<file path="config.mk">
export PLATFORM = sky130hd
export DESIGN_NAME = rolling_keystream_byte_cipher_flat
export DESIGN_NICKNAME = d
export VERILOG_FILES = /design/src/rtl/rkc_pkg.sv /design/src/rtl/rkc_if.sv /design/src/rtl/rolling_keystream_byte_cipher.sv /design/src/rtl/rkc_front.sv /design/src/rtl/rkc_queue.sv /design/src/rtl/rkc_back.sv /design/src/flat_wrapper.sv
export VERILOG_INCLUDE_DIRS = /design/src /design/src/rtl
export SDC_FILE = /design/constraint.sdc
export NUM_CORES = 1
export LEC_CHECK = 0
export BUFFER_PORTS_ARGS = -buffer_cell sky130_fd_sc_hd__buf_2
export CORE_MARGIN = 1.5
export CORE_UTILIZATION = 55
export CTS_CLUSTER_SIZE = 12
export DETAILED_ROUTE_END_ITERATION = 6
export PLACE_DENSITY_LB_ADDON = 0.25
export SETUP_SLACK_MARGIN = 0.3
export SYNTH_ARGS = -nofsm -noshare
export SYNTH_HDL_FRONTEND = slang
export SYNTH_HIERARCHICAL = 1
export SYNTH_SLANG_ARGS = --single-unit
</file>
<file path="constraint.sdc">
create_clock -name i_clk -period 6.15 [get_ports i_clk]
set_clock_uncertainty 0.2 [all_clocks]
set_input_delay 1.23 -clock i_clk [delete_from_list [all_inputs] [get_ports i_clk]]
set_output_delay 1.23 -clock i_clk [all_outputs]
set_load 0.005 [all_outputs]
</file>
<file path="src/rtl/assert_macros.svh">
// Assertion macros for the RTL of the keystream cipher (used by the back end).
// No dependencies; include by bare file name where checks are written.
`ifndef ASSERT_MACROS_SVH
`define ASSERT_MACROS_SVH
`ifndef SYNTHESIS
// Check that is off while reset is asserted
`define RKC_ASSERT(lbl, clk, rst_n, prop) \
    lbl: assert property (@(posedge clk) disable iff (!(rst_n)) (prop)) \
        else $error("%m: check failed");
// Check that also holds through reset
`define RKC_ASSERT_ALWAYS(lbl, clk, prop) \
    lbl: assert property (@(posedge clk) (prop)) \
        else $error("%m: check failed");
`else
`define RKC_ASSERT(lbl, clk, rst_n, prop)
`define RKC_ASSERT_ALWAYS(lbl, clk, prop)
`endif
`endif

</file>
<file path="src/rtl/rkc_pkg.sv">
// Types and constants of the rolling keystream byte cipher.
// No dependencies; used by every other file of the block but assert_macros.svh.
package rkc_pkg;

    localparam int KEY_WORDS    = 4;
    localparam int WORD_BITS    = 64;
    localparam int KEY_BITS     = KEY_WORDS * WORD_BITS;
    localparam int CFG_IDX_W    = 8;
    localparam int FID_W        = 32;
    localparam int QUEUE_DEPTH  = 2;
    localparam int QPTR_W       = (QUEUE_DEPTH > 1) ? $clog2(QUEUE_DEPTH) : 1;
    localparam int QCNT_W       = $clog2(QUEUE_DEPTH + 1);

    // Cipher constants
    localparam logic [7:0] SEED_XOR  = 8'h7E;
    localparam logic [7:0] IDX_ADD   = 8'h2D;
    localparam logic [7:0] IDX_MUL   = 8'd11;
    localparam logic [4:0] OFF_MUL   = 5'd3;
    localparam logic [7:0] ROLL_XOR  = 8'hA3;
    localparam logic [4:0] SEED_KEY_BYTE = 5'd1;

    // Register indexes of the configuration port
    typedef enum logic [CFG_IDX_W-1:0] {
        REG_KEY_WORD_0 = 8'd0,
        REG_KEY_WORD_1 = 8'd1,
        REG_KEY_WORD_2 = 8'd2,
        REG_KEY_WORD_3 = 8'd3
    } t_reg_idx;

    // Classified byte, as it travels from front to back
    typedef struct packed {
        logic [7:0] data;
        logic       start;
        logic [7:0] seed;     // function id low byte, pre-mixed with SEED_XOR
        logic [4:0] offset;   // key offset for a new block
        logic       last;
    } t_item;

    // Byte pos of the key (little-endian over the words)
    function automatic logic [7:0] key_byte(input logic [KEY_BITS-1:0] key,
                                            input logic [4:0] pos);
        key_byte = key[{pos, 3'b000} +: 8];
    endfunction

endpackage

</file>
<file path="src/rtl/rkc_if.sv">
// Channel interfaces of the keystream cipher: byte input, byte output, config.
// Depends on rkc_pkg.
interface rkc_in_if;
    import rkc_pkg::*;
    logic             valid;
    logic             ready;
    logic [7:0]       data_in;
    logic             block_start;
    logic [FID_W-1:0] function_id;
    logic             block_end;

    modport source (output valid, data_in, block_start, function_id, block_end,
                    input ready);
    modport sink   (input valid, data_in, block_start, function_id, block_end,
                    output ready);
endinterface

interface rkc_out_if;
    logic       valid;
    logic       ready;
    logic [7:0] data_out;
    logic       last_out;

    modport source (output valid, data_out, last_out, input ready);
    modport sink   (input valid, data_out, last_out, output ready);
endinterface

interface rkc_cfg_if;
    import rkc_pkg::*;
    logic                 valid;
    logic                 ready;
    logic [CFG_IDX_W-1:0] index;
    logic [WORD_BITS-1:0] data;

    modport source (output valid, index, data, input ready);
    modport sink   (input valid, index, data, output ready);
endinterface

</file>
<file path="src/rtl/rolling_keystream_byte_cipher.sv">
// Path from input beat to output beat: front holding register, queue entry, output register.
// Throughput: one byte per cycle while the output is not stalled; the 8-bit rolling recurrence closes in the back end.
// A stalled output backs up through a 2-entry queue before the input is held off.
// Reset (synchronous, active low) clears key words, rolling value, index and offset.
// Top level of the keystream cipher; depends on rkc_pkg, rkc_if, front, queue, back.
module rolling_keystream_byte_cipher (
    input  logic      i_clk,
    input  logic      i_rst_n,
    rkc_in_if.sink    i_data_ch,
    rkc_cfg_if.sink   i_cfg_ch,
    rkc_out_if.source o_data_ch
);
    import rkc_pkg::*;

    logic  q_push;
    t_item q_push_item;
    logic  q_ready;
    logic  q_valid;
    t_item q_item;
    logic  q_pop;

    rkc_front u_front (
        .i_clk    (i_clk),
        .i_rst_n  (i_rst_n),
        .i_in     (i_data_ch),
        .i_q_ready(q_ready),
        .o_q_push (q_push),
        .o_q_item (q_push_item)
    );

    rkc_queue u_queue (
        .i_clk      (i_clk),
        .i_rst_n    (i_rst_n),
        .i_push     (q_push),
        .i_push_item(q_push_item),
        .o_ready    (q_ready),
        .o_valid    (q_valid),
        .o_item     (q_item),
        .i_pop      (q_pop)
    );

    rkc_back u_back (
        .i_clk    (i_clk),
        .i_rst_n  (i_rst_n),
        .i_cfg    (i_cfg_ch),
        .i_q_valid(q_valid),
        .i_q_item (q_item),
        .o_q_pop  (q_pop),
        .o_out    (o_data_ch)
    );
endmodule

</file>
<file path="src/rtl/rkc_front.sv">
// Front end: accepts input beats, classifies block starts and precomputes
// the seed byte and key offset. Depends on rkc_pkg and rkc_in_if.
module rkc_front (
    input  logic           i_clk,
    input  logic           i_rst_n,
    rkc_in_if.sink         i_in,
    input  logic           i_q_ready,
    output logic           o_q_push,
    output rkc_pkg::t_item o_q_item
);
    import rkc_pkg::*;

    logic  r_valid;
    t_item r_item;
    t_item n_item;
    logic  accept;

    assign i_in.ready = !r_valid || i_q_ready;
    assign accept     = i_in.valid && i_in.ready;

    // Classify the beat
    always_comb begin
        n_item.data   = i_in.data_in;
        n_item.start  = i_in.block_start;
        n_item.seed   = i_in.function_id[7:0] ^ SEED_XOR;
        n_item.offset = 5'(i_in.function_id[4:0] * OFF_MUL);
        n_item.last   = i_in.block_end;
    end

    // Holding stage
    always_ff @(posedge i_clk) begin
        if (!i_rst_n) begin
            r_valid <= 1'b0;
        end else if (accept) begin
            r_valid <= 1'b1;
        end else if (i_q_ready) begin
            r_valid <= 1'b0;
        end
        if (accept) begin
            r_item <= n_item;
        end
    end

    assign o_q_push = r_valid;
    assign o_q_item = r_item;
endmodule

</file>
<file path="src/rtl/rkc_queue.sv">
// Short queue between front and back end of the keystream cipher.
// Depends on rkc_pkg.
module rkc_queue (
    input  logic           i_clk,
    input  logic           i_rst_n,
    input  logic           i_push,
    input  rkc_pkg::t_item i_push_item,
    output logic           o_ready,
    output logic           o_valid,
    output rkc_pkg::t_item o_item,
    input  logic           i_pop
);
    import rkc_pkg::*;

    t_item              r_mem [QUEUE_DEPTH];
    logic [QPTR_W-1:0]  r_wr_ptr;
    logic [QPTR_W-1:0]  r_rd_ptr;
    logic [QCNT_W-1:0]  r_count;
    logic               do_push;
    logic               do_pop;

    assign o_ready = (r_count != QCNT_W'(QUEUE_DEPTH));
    assign o_valid = (r_count != '0);
    assign o_item  = r_mem[r_rd_ptr];
    assign do_push = i_push && o_ready;
    assign do_pop  = i_pop && o_valid;

    // Pointers and fill count
    always_ff @(posedge i_clk) begin
        if (!i_rst_n) begin
            r_wr_ptr <= '0;
            r_rd_ptr <= '0;
            r_count  <= '0;
        end else begin
            if (do_push) begin
                r_wr_ptr <= (r_wr_ptr == QPTR_W'(QUEUE_DEPTH - 1)) ? '0 : r_wr_ptr + 1'b1;
            end
            if (do_pop) begin
                r_rd_ptr <= (r_rd_ptr == QPTR_W'(QUEUE_DEPTH - 1)) ? '0 : r_rd_ptr + 1'b1;
            end
            case ({do_push, do_pop})
                2'b10:   r_count <= r_count + 1'b1;
                2'b01:   r_count <= r_count - 1'b1;
                default: r_count <= r_count;
            endcase
        end
    end

    // Entry storage
    always_ff @(posedge i_clk) begin
        if (do_push) begin
            r_mem[r_wr_ptr] <= i_push_item;
        end
    end
endmodule

</file>
<file path="src/rtl/rkc_back.sv">
// Back end: key registers, rolling state, keystream and output register.
// Depends on rkc_pkg, rkc_if and assert_macros.svh.
`include "assert_macros.svh"
module rkc_back (
    input  logic           i_clk,
    input  logic           i_rst_n,
    rkc_cfg_if.sink        i_cfg,
    input  logic           i_q_valid,
    input  rkc_pkg::t_item i_q_item,
    output logic           o_q_pop,
    rkc_out_if.source      o_out
);
    import rkc_pkg::*;

    logic [KEY_BITS-1:0] r_key;
    logic [7:0]          r_roll;
    logic [7:0]          r_idx;
    logic [4:0]          r_off;
    logic                r_out_valid;
    logic [7:0]          r_data_out;
    logic                r_last;

    logic [7:0] n_roll;
    logic [7:0] n_idx;
    logic [7:0] cur_roll;
    logic [7:0] cur_idx;
    logic [4:0] cur_off;
    logic [4:0] key_pos;
    logic [7:0] idx_mix;
    logic [7:0] ks;
    logic       pop;

    assign i_cfg.ready = 1'b1;
    assign pop         = i_q_valid && (!r_out_valid || o_out.ready);
    assign o_q_pop     = pop;

    // Key words
    always_ff @(posedge i_clk) begin
        if (!i_rst_n) begin
            r_key <= '0;
        end else if (i_cfg.valid) begin
            unique case (i_cfg.index)
                REG_KEY_WORD_0: r_key[0*WORD_BITS +: WORD_BITS] <= i_cfg.data;
                REG_KEY_WORD_1: r_key[1*WORD_BITS +: WORD_BITS] <= i_cfg.data;
                REG_KEY_WORD_2: r_key[2*WORD_BITS +: WORD_BITS] <= i_cfg.data;
                REG_KEY_WORD_3: r_key[3*WORD_BITS +: WORD_BITS] <= i_cfg.data;
                default:        r_key <= r_key;
            endcase
        end
    end

    // Seed on block start, else continue the chain
    always_comb begin
        if (i_q_item.start) begin
            cur_roll = i_q_item.seed ^ key_byte(r_key, SEED_KEY_BYTE);
            cur_idx  = '0;
            cur_off  = i_q_item.offset;
        end else begin
            cur_roll = r_roll;
            cur_idx  = r_idx;
            cur_off  = r_off;
        end
    end

    // Keystream byte and next rolling value
    assign key_pos = cur_idx[4:0] + cur_off;
    assign idx_mix = 8'(cur_idx * IDX_MUL + IDX_ADD);
    assign ks      = key_byte(r_key, key_pos) ^ cur_roll ^ idx_mix;
    assign n_roll  = 8'(cur_roll + cur_idx + 8'd1 + ks) ^ ROLL_XOR;
    assign n_idx   = cur_idx + 8'd1;

    // Chain state and output register
    always_ff @(posedge i_clk) begin
        if (!i_rst_n) begin
            r_roll      <= '0;
            r_idx       <= '0;
            r_off       <= '0;
            r_out_valid <= 1'b0;
        end else begin
            if (pop) begin
                r_roll      <= n_roll;
                r_idx       <= n_idx;
                r_off       <= cur_off;
                r_out_valid <= 1'b1;
            end else if (o_out.ready) begin
                r_out_valid <= 1'b0;
            end
        end
        if (pop) begin
            r_data_out <= i_q_item.data ^ ks;
            r_last     <= i_q_item.last;
        end
    end

    assign o_out.valid    = r_out_valid;
    assign o_out.data_out = r_data_out;
    assign o_out.last_out = r_last;

    // Checks
    `RKC_ASSERT_ALWAYS(a_rst_clears_out, i_clk, !i_rst_n |=> !r_out_valid)
    `RKC_ASSERT(a_pop_fills_out, i_clk, i_rst_n, pop |=> r_out_valid)
    `RKC_ASSERT(a_start_idx, i_clk, i_rst_n, (pop && i_q_item.start) |=> (r_idx == 8'd1))
    `RKC_ASSERT(a_idx_step, i_clk, i_rst_n,
        (pop && !i_q_item.start) |=> (r_idx == 8'($past(r_idx) + 8'd1)))
    `RKC_ASSERT(a_hold_state, i_clk, i_rst_n, !pop |=> ($stable(r_roll) && $stable(r_idx)))
endmodule
</file>
<file path="src/flat_wrapper.sv">
// flat-port wrapper written by rule: the top's interface ports become plain ports
module rolling_keystream_byte_cipher_flat import rkc_pkg::*;
  (i_clk, i_rst_n, i_data_ch_valid, i_data_ch_data_in, i_data_ch_block_start, i_data_ch_function_id, i_data_ch_block_end, i_data_ch_ready, i_cfg_ch_valid, i_cfg_ch_index, i_cfg_ch_data, i_cfg_ch_ready, o_data_ch_valid, o_data_ch_data_out, o_data_ch_last_out, o_data_ch_ready);
  rkc_in_if i_data_ch_i ();
  rkc_cfg_if i_cfg_ch_i ();
  rkc_out_if o_data_ch_i ();
  input  logic i_clk;
  input  logic i_rst_n;
  input wire logic [$bits(i_data_ch_i.valid)-1:0] i_data_ch_valid;
  input wire logic [$bits(i_data_ch_i.data_in)-1:0] i_data_ch_data_in;
  input wire logic [$bits(i_data_ch_i.block_start)-1:0] i_data_ch_block_start;
  input wire logic [$bits(i_data_ch_i.function_id)-1:0] i_data_ch_function_id;
  input wire logic [$bits(i_data_ch_i.block_end)-1:0] i_data_ch_block_end;
  output wire logic [$bits(i_data_ch_i.ready)-1:0] i_data_ch_ready;
  input wire logic [$bits(i_cfg_ch_i.valid)-1:0] i_cfg_ch_valid;
  input wire logic [$bits(i_cfg_ch_i.index)-1:0] i_cfg_ch_index;
  input wire logic [$bits(i_cfg_ch_i.data)-1:0] i_cfg_ch_data;
  output wire logic [$bits(i_cfg_ch_i.ready)-1:0] i_cfg_ch_ready;
  output wire logic [$bits(o_data_ch_i.valid)-1:0] o_data_ch_valid;
  output wire logic [$bits(o_data_ch_i.data_out)-1:0] o_data_ch_data_out;
  output wire logic [$bits(o_data_ch_i.last_out)-1:0] o_data_ch_last_out;
  input wire logic [$bits(o_data_ch_i.ready)-1:0] o_data_ch_ready;
  assign i_data_ch_i.valid = i_data_ch_valid;
  assign i_data_ch_i.data_in = i_data_ch_data_in;
  assign i_data_ch_i.block_start = i_data_ch_block_start;
  assign i_data_ch_i.function_id = i_data_ch_function_id;
  assign i_data_ch_i.block_end = i_data_ch_block_end;
  assign i_data_ch_ready = i_data_ch_i.ready;
  assign i_cfg_ch_i.valid = i_cfg_ch_valid;
  assign i_cfg_ch_i.index = i_cfg_ch_index;
  assign i_cfg_ch_i.data = i_cfg_ch_data;
  assign i_cfg_ch_ready = i_cfg_ch_i.ready;
  assign o_data_ch_valid = o_data_ch_i.valid;
  assign o_data_ch_data_out = o_data_ch_i.data_out;
  assign o_data_ch_last_out = o_data_ch_i.last_out;
  assign o_data_ch_i.ready = o_data_ch_ready;
  rolling_keystream_byte_cipher u_core (.i_clk(i_clk), .i_rst_n(i_rst_n), .i_data_ch(i_data_ch_i), .i_cfg_ch(i_cfg_ch_i), .o_data_ch(o_data_ch_i));
endmodule
</file>
==> results of run 1 <==
-- power by group --
part	total, mW	internal, mW	switching [mW]
clock network	2.20	1.28	0.919
logic	1.48	0.696	0.788
registers	2.57	2.53	0.0482
-- sequential cells by signal, summed over array words and instances, names as in the netlist, named ones only --
name and count:
u_core/u_back/r_key 256, u_core/u_queue/r_mem 46, u_core/u_front/o_q_item 22, u_core/u_back/o_out.data_out 8, u_core/u_back/r_idx 8, u_core/u_back/r_roll 8, u_core/u_back/r_off 5, u_core/u_queue/r_count 2
u_core/u_back/o_out.last_out 1, u_core/u_back/o_out.valid 1, u_core/u_front/o_q_push 1, u_core/u_queue/r_rd_ptr 1, u_core/u_queue/r_wr_ptr 1
-- cells by family (layout without fill, tap and decap cells) --
| logic type | count (synthesis) | count (layout) | synth area share |
|---|---|---|---|
| fa+ha+maj | 43 | 43 | 0.03663 |
| simple gates | 603 | 603 | 0.1422 |
| xor+xnor | 64 | 64 | 0.03523 |
| other cells | 1 | 4 | 0.0002214 |
| buf+inv | 150 | 238 | 0.03966 |
| mux | 120 | 120 | 0.1330 |
| flops | 361 | 361 | 0.4721 |
| compound gates | 327 | 327 | 0.1410 |
-- tightest hold or removal path, stage by stage, from the launching register on --
cell and delay [ps]:
sky130_fd_sc_hd__dfxtp_1 300, sky130_fd_sc_hd__nand2_1 50, sky130_fd_sc_hd__a21boi_1 50
-- layout make-up --
cell class	instances	area, um2
flip-flops and latches	361	8001
fillers	2476	11280
clock buffers	58	1139
well taps	396	495.5
repair buffers	136	849.6
multi-input cells	1158	8467
clock inverters	11	70.07
inverters	33	123.9
diodes	3	7.507
-- per-layer routing --
metal | global-route usage | wire length, um
met1 | 0.3394 | 17650
met3 | 0.03069 | 1678
met2 | 0.4574 | 20840
met5 | 0 | 0
met4 | 0.08819 | 1101
-- placed cells by master, fill, tap and decap left out, drive strengths merged, types with 3 or more instances in the layout --
cell type,Yosys,final
nand2,545,545
dfxtp,284,284
a21boi,267,267
buf,48,134
mux4,78,78
edfxtp,77,77
clkbuf,69,60
xnor2,45,45
inv,33,34
ha,32,32
mux2,27,27
o21ai,20,20
xor2,18,18
mux2i,15,15
a21oi,14,14
fa,11,11
nand2b,10,10
a21o,9,9
clkinv,0,9
and2,8,8
nand3,8,8
nor2b,7,7
o211a,6,6
nor2,5,5
diode,0,3
a31oi,3,3
and3,3,3
-- path summary, 6_finish.rpt --
path | from | to | slack [ps] | cells after the start
max reg2reg | flop | u_core/u_back/r_roll[6] | 510 | 20
max | flop | u_core/u_back/r_roll[6] | 510 | 20
min | u_core/u_back/r_key[72] | u_core/u_back/r_key[72] | 240 | 2
min reg2reg | u_core/u_back/r_key[72] | u_core/u_back/r_key[72] | 240 | 2
-- timing repair --
action / 4_1_cts / 5_1_grt
gates resized for setup: 5 / 17
setup endpoints to repair: 2 / 3
buffers inserted: 0 / 3
cloned: 0 / 2
pin swaps: 0 / 2
-- per-stage QoR --
step,cell area (um2),hold WS [ps]
6_report,19150,242.0
2_1_floorplan,17080,221.5
5_1_grt,19150,262.0
3_5_place_dp,17740,231.6
4_1_cts,18980,245.8
3_3_place_gp,17740,225.4
==> results_dict.tcl, run 1 <==
set metrics [dict create \
    drt-total-wl_mm 41.27 \
    cells_taking_the_most_area_after_synthesis "sky130_fd_sc_hd__dfxtp_1, sky130_fd_sc_hd__edfxtp_1, sky130_fd_sc_hd__nand2_1, sky130_fd_sc_hd__a21boi_1, sky130_fd_sc_hd__mux4_2" \
    die-area_mm2 0.03186 \
    worst-slew-pin-transition_ps 1128 \
    max-vdd-ir-drop_uv 186.1 \
    initial_utilization 0.5567 \
    dr_total_vias 12190 \
    path_class "reg -> reg" \
    setup_viol_count_final 0 \
    crit_fanout 17 \
    cts-buffers-inserted 39 \
    cts_max_path_buffers 3 \
    insertion_delay_ps 530 \
    gpl.final_weighted_congestion 0.8308 \
    syn_to_final_growth_pct 13.06 \
    timing.fmax_mhz 177.4 \
    asr_flop_ratio_synth 0 \
    port-buffer-count 105 \
    synth_top_flop_cell "sky130_fd_sc_hd__dfxtp_1" \
    leakage_nw 6.977 \
    startpoint_type "flop" \
    finalSetupTns_ps 0 \
    postSynthAreaPerCell_um2 10.15 \
    synth_top_cell_by_area "sky130_fd_sc_hd__dfxtp_1" \
    final.period_utilization 0.9165 \
    ys_seq_elements 361 \
    placementRows 64 \
    synth_area_mm2 0.01694 \
    setup_slack_ps 513.2 \
    layout-drive-gt1-share 0.1833 \
    worstPathCellList "mux2_4, mux2_4, ha_4, fa_2, buf_12, mux4_2, mux4_2, mux2i_4, xnor2_1, ha_1, inv_1, ha_1, fa_2, a21o_1, a21oi_2, o21bai_1, a21oi_1, xor2_1, o21ai_0, and2_1" \
    cpLargestDelayFamily "multiplexers" \
    count_of_unique_library_cells_instantiated_by_yosys 61 \
    grt_antenna_before_repair 3 \
    cp.arrival_ps 5840 \
    run_status "complete, no violations" \
    detailedPlacementHpwl_mm 26.95 \
    finalWorstPathRequiredPeriod_ps 5637 \
    endpoint_kind "flop" \
    cts_root_buffer "sky130_fd_sc_hd__clkbuf_16" \
    yosysMostFrequentCell "sky130_fd_sc_hd__nand2_1" \
    fp.coreArea_mm2 0.03043 \
    wire_length_of_the_first_global_routing_pass_mm 65.04 \
    min-delay-path-class "reg -> reg" \
    number_of_violations_reported_at_the_end_of_detailed_routing_iteration_0 859 \
    netlist_top_cells_count "sky130_fd_sc_hd__nand2_1, sky130_fd_sc_hd__dfxtp_1, sky130_fd_sc_hd__a21boi_1" \
    grt_overflow_total 0 \
    report.power.total_mw 6.259 \
    synth_warnings 6 \
    slew_viol_final 0 \
    via_count_of_the_first_global_routing_pass 11950 \
    crit_slowest_cell "sky130_fd_sc_hd__fa_2" \
    synthDominantCellAreaShare 0.3356 \
    finish.net_count 1891 \
    placed_cells 2079 \
    drt_pass1_iterations 5 \
    cts_htree_levels 2 \
    instances_no_fill 2156 \
    drc 0 \
    largest_net_degree_at_the_start_of_global_routing 128 \
    grt_setup_unrepaired "false" \
    cpPeakStageDelay_ps 630 \
    detailedPlace.worstSlack_ps 187.8 \
    timing.critical_path.buf_inv 2 \
    cts_tree "yes" \
    cts_num_sinks 361 \
    synth-edff-count 77 \
    synth_seq_area_share 0.4721 \
    final_antenna_net_count 0 \
    path_clk_slew_ps 60 \
    drt-vias-per-instance 5.654 \
    mappedNetlistNets 1831 \
    report.final.hold_viol_count 0 \
    die_h_um 178.5 \
    drv_cap 0 \
    die_x_um 178.5 \
    grt.total_usage 0.2629 \
    max_slew_margin 0.2480 \
    io-pin-count 131 \
    routed_wire_per_std_cell_um 19.14 \
    cts_hold_repair.buffers 0 \
    worstPathRequired_ps 6360 \
    netlist_instances 1669 \
    pwr_density_cell_mw_per_mm2 326.8 \
    final_core_util 0.6294 \
]
No activity file was read; power rests on OpenSTA's default activity.
==> run 2: changes to the inputs <==
Settings changed: ABC_CLOCK_PERIOD_IN_PS set to 6700, BUFFER_PORTS_ARGS -buffer_cell sky130_fd_sc_hd__buf_2 to unset, DONT_BUFFER_PORTS set to 1.
Clock period 6.15 ns to 6.7 ns, I/O delays scaled along.
==> results_dict.tcl, run 2 (synthesis results as in run 1) <==
set metrics [dict create \
    run_status "complete, no violations" \
    grt.total_usage 0.2624 \
    finish.net_count 1779 \
    multi_input_area_mm2 0.008323 \
    post-cts-setup-buffer-count 0 \
    fp.coreArea_mm2 0.03043 \
    die_h_um 178.5 \
    cts_tree "yes" \
    grt_antenna_before_repair 0 \
    worstPathRequired_ps 6920 \
    cts_max_path_buffers 3 \
    highest_metal_used "met4" \
    commonest_cells_after_routing_fill_and_taps_aside "sky130_fd_sc_hd__nand2_1, sky130_fd_sc_hd__dfxtp_1, sky130_fd_sc_hd__a21boi_1" \
    slew_viol_final 0 \
    via_count_of_the_first_global_routing_pass 11540 \
    cts_htree_levels 2 \
    drt_pass1_iterations 5 \
    endpoint_kind "flop" \
    mostFrequentLayoutCell "sky130_fd_sc_hd__nand2_1" \
    insertion_delay_ps 530 \
    pwr_density_cell_mw_per_mm2 305.2 \
    regArea_mm2 0.007999 \
    wire_length_of_the_first_global_routing_pass_mm 64.03 \
    n_fill_cell 2553 \
    number_of_violations_reported_at_the_end_of_detailed_routing_iteration_0 965 \
    path_class "reg -> reg" \
    max_slew_margin 0.2411 \
    placementRows 64 \
    largest_register_ffs 256 \
    drv_cap 0 \
    drt-vias-per-instance 5.799 \
    postCtsResizedCells 0 \
    routed_length_on_met1_mm 17.17 \
    report.final.hold_viol_count 0 \
    grt_setup_unrepaired "true" \
    drc 0 \
    worst-slew-pin-transition_ps 1138 \
    register_with_the_most_flip_flops "u_core/u_back/r_key" \
    leakage_nw 6.492 \
    routed_wire_per_std_cell_um 20.13 \
    gpl.final_weighted_congestion 0.8221 \
    path_clk_slew_ps 60 \
    layout-drive-gt1-share 0.1149 \
    hold_slack_ps 244.7 \
    min-delay-path-class "reg -> reg" \
    io-pin-count 131 \
    timing.fmax_mhz 163.2 \
    detailedPlacementHpwl_mm 26.74 \
    crit_fanout 37 \
    finalWorstPathRequiredPeriod_ps 6127 \
    antenna-diode-count 0 \
    cts_hold_repair.buffers 0 \
    drt-total-wl_mm 41.08 \
    initial_utilization 0.5567 \
    dr_total_vias 11840 \
    largest_net_degree_at_the_start_of_global_routing 285 \
    final_antenna_net_count 0 \
    cts-buffers-inserted 39 \
    grt_overflow_total 0 \
    cp.arrival_ps 6340 \
    setup_viol_count_final 0 \
    port-buffer-count 0 \
    cts_num_sinks 361 \
    route.met2.wl_mm 19.98 \
    cts_root_buffer "sky130_fd_sc_hd__clkbuf_16" \
    route.met3.wl_mm 1.916 \
    max-vdd-ir-drop_uv 189.8 \
    die_x_um 178.5 \
    die-area_mm2 0.03186 \
    final.period_utilization 0.9144 \
    finalSetupTns_ps 0 \
    startpoint_type "flop" \
    syn_to_final_growth_pct 8.656 \
]
-- run 2: per-stage QoR --
step	worst slack, ps	power, mW	area (um2)	cells	util
final	573.4	5.617	18410	2041	0.6049
after floorplan	348.8	3.336	16960	1669	-
after global routing	262.1	5.873	18410	2041	0.6049
after detailed placement	391.9	3.553	17150	1972	0.5636
after global placement	394.0	3.537	17150	1972	0.5636
after CTS	352.5	5.652	18400	2041	0.6045
-- run 2: final timing paths --
check | startpoint | end | slack (ps) | cells after the start
worst max-delay path | flop | u_core/u_back/r_roll[6] | 570 | 20
worst max register to register | flop | u_core/u_back/r_roll[6] | 570 | 20
worst min-delay path | u_core/u_front/o_q_item[16] | u_core/u_queue/r_mem[0][16] | 240 | 0
worst min register to register | u_core/u_front/o_q_item[16] | u_core/u_queue/r_mem[0][16] | 240 | 0
-- run 2: report_power, final --
part	switching (mW)	internal, mW
logic	0.608	0.533
clock network	0.864	1.24
registers	0.0507	2.32
-- run 2: final cells by class --
cell class,count,share of cell area
multi-input cells,1158,0.4521
flip-flops and latches,361,0.4345
clock inverters,11,0.006321
well taps,396,0.02692
repair buffers,24,0.01203
clock buffers,58,0.06131
inverters,33,0.006729
-- run 2: metal layers --
metal	GRT usage	vias to the layer above
li1	-	5581
met1	0.3276	5892
met2	0.4446	272
met3	0.04284	90
met4	0.1219	0
met5	0	-
-- run 2: worst max-delay path, cell delays in order (launching register included) --
cell and delay, ps:
sky130_fd_sc_hd__dfxtp_2 430, sky130_fd_sc_hd__mux2_2 420, sky130_fd_sc_hd__mux2_1 380, sky130_fd_sc_hd__ha_4 190, sky130_fd_sc_hd__fa_2 610, sky130_fd_sc_hd__buf_12 260
sky130_fd_sc_hd__mux4_1 370, sky130_fd_sc_hd__mux4_2 490, sky130_fd_sc_hd__mux2i_2 270, sky130_fd_sc_hd__xnor2_1 210, sky130_fd_sc_hd__ha_1 330, sky130_fd_sc_hd__inv_1 40
sky130_fd_sc_hd__ha_1 220, sky130_fd_sc_hd__fa_1 460, sky130_fd_sc_hd__a21o_1 200, sky130_fd_sc_hd__a21oi_1 220, sky130_fd_sc_hd__o21bai_1 100, sky130_fd_sc_hd__a21oi_1 190
sky130_fd_sc_hd__xor2_1 150, sky130_fd_sc_hd__o21ai_0 70, sky130_fd_sc_hd__and2_1 180
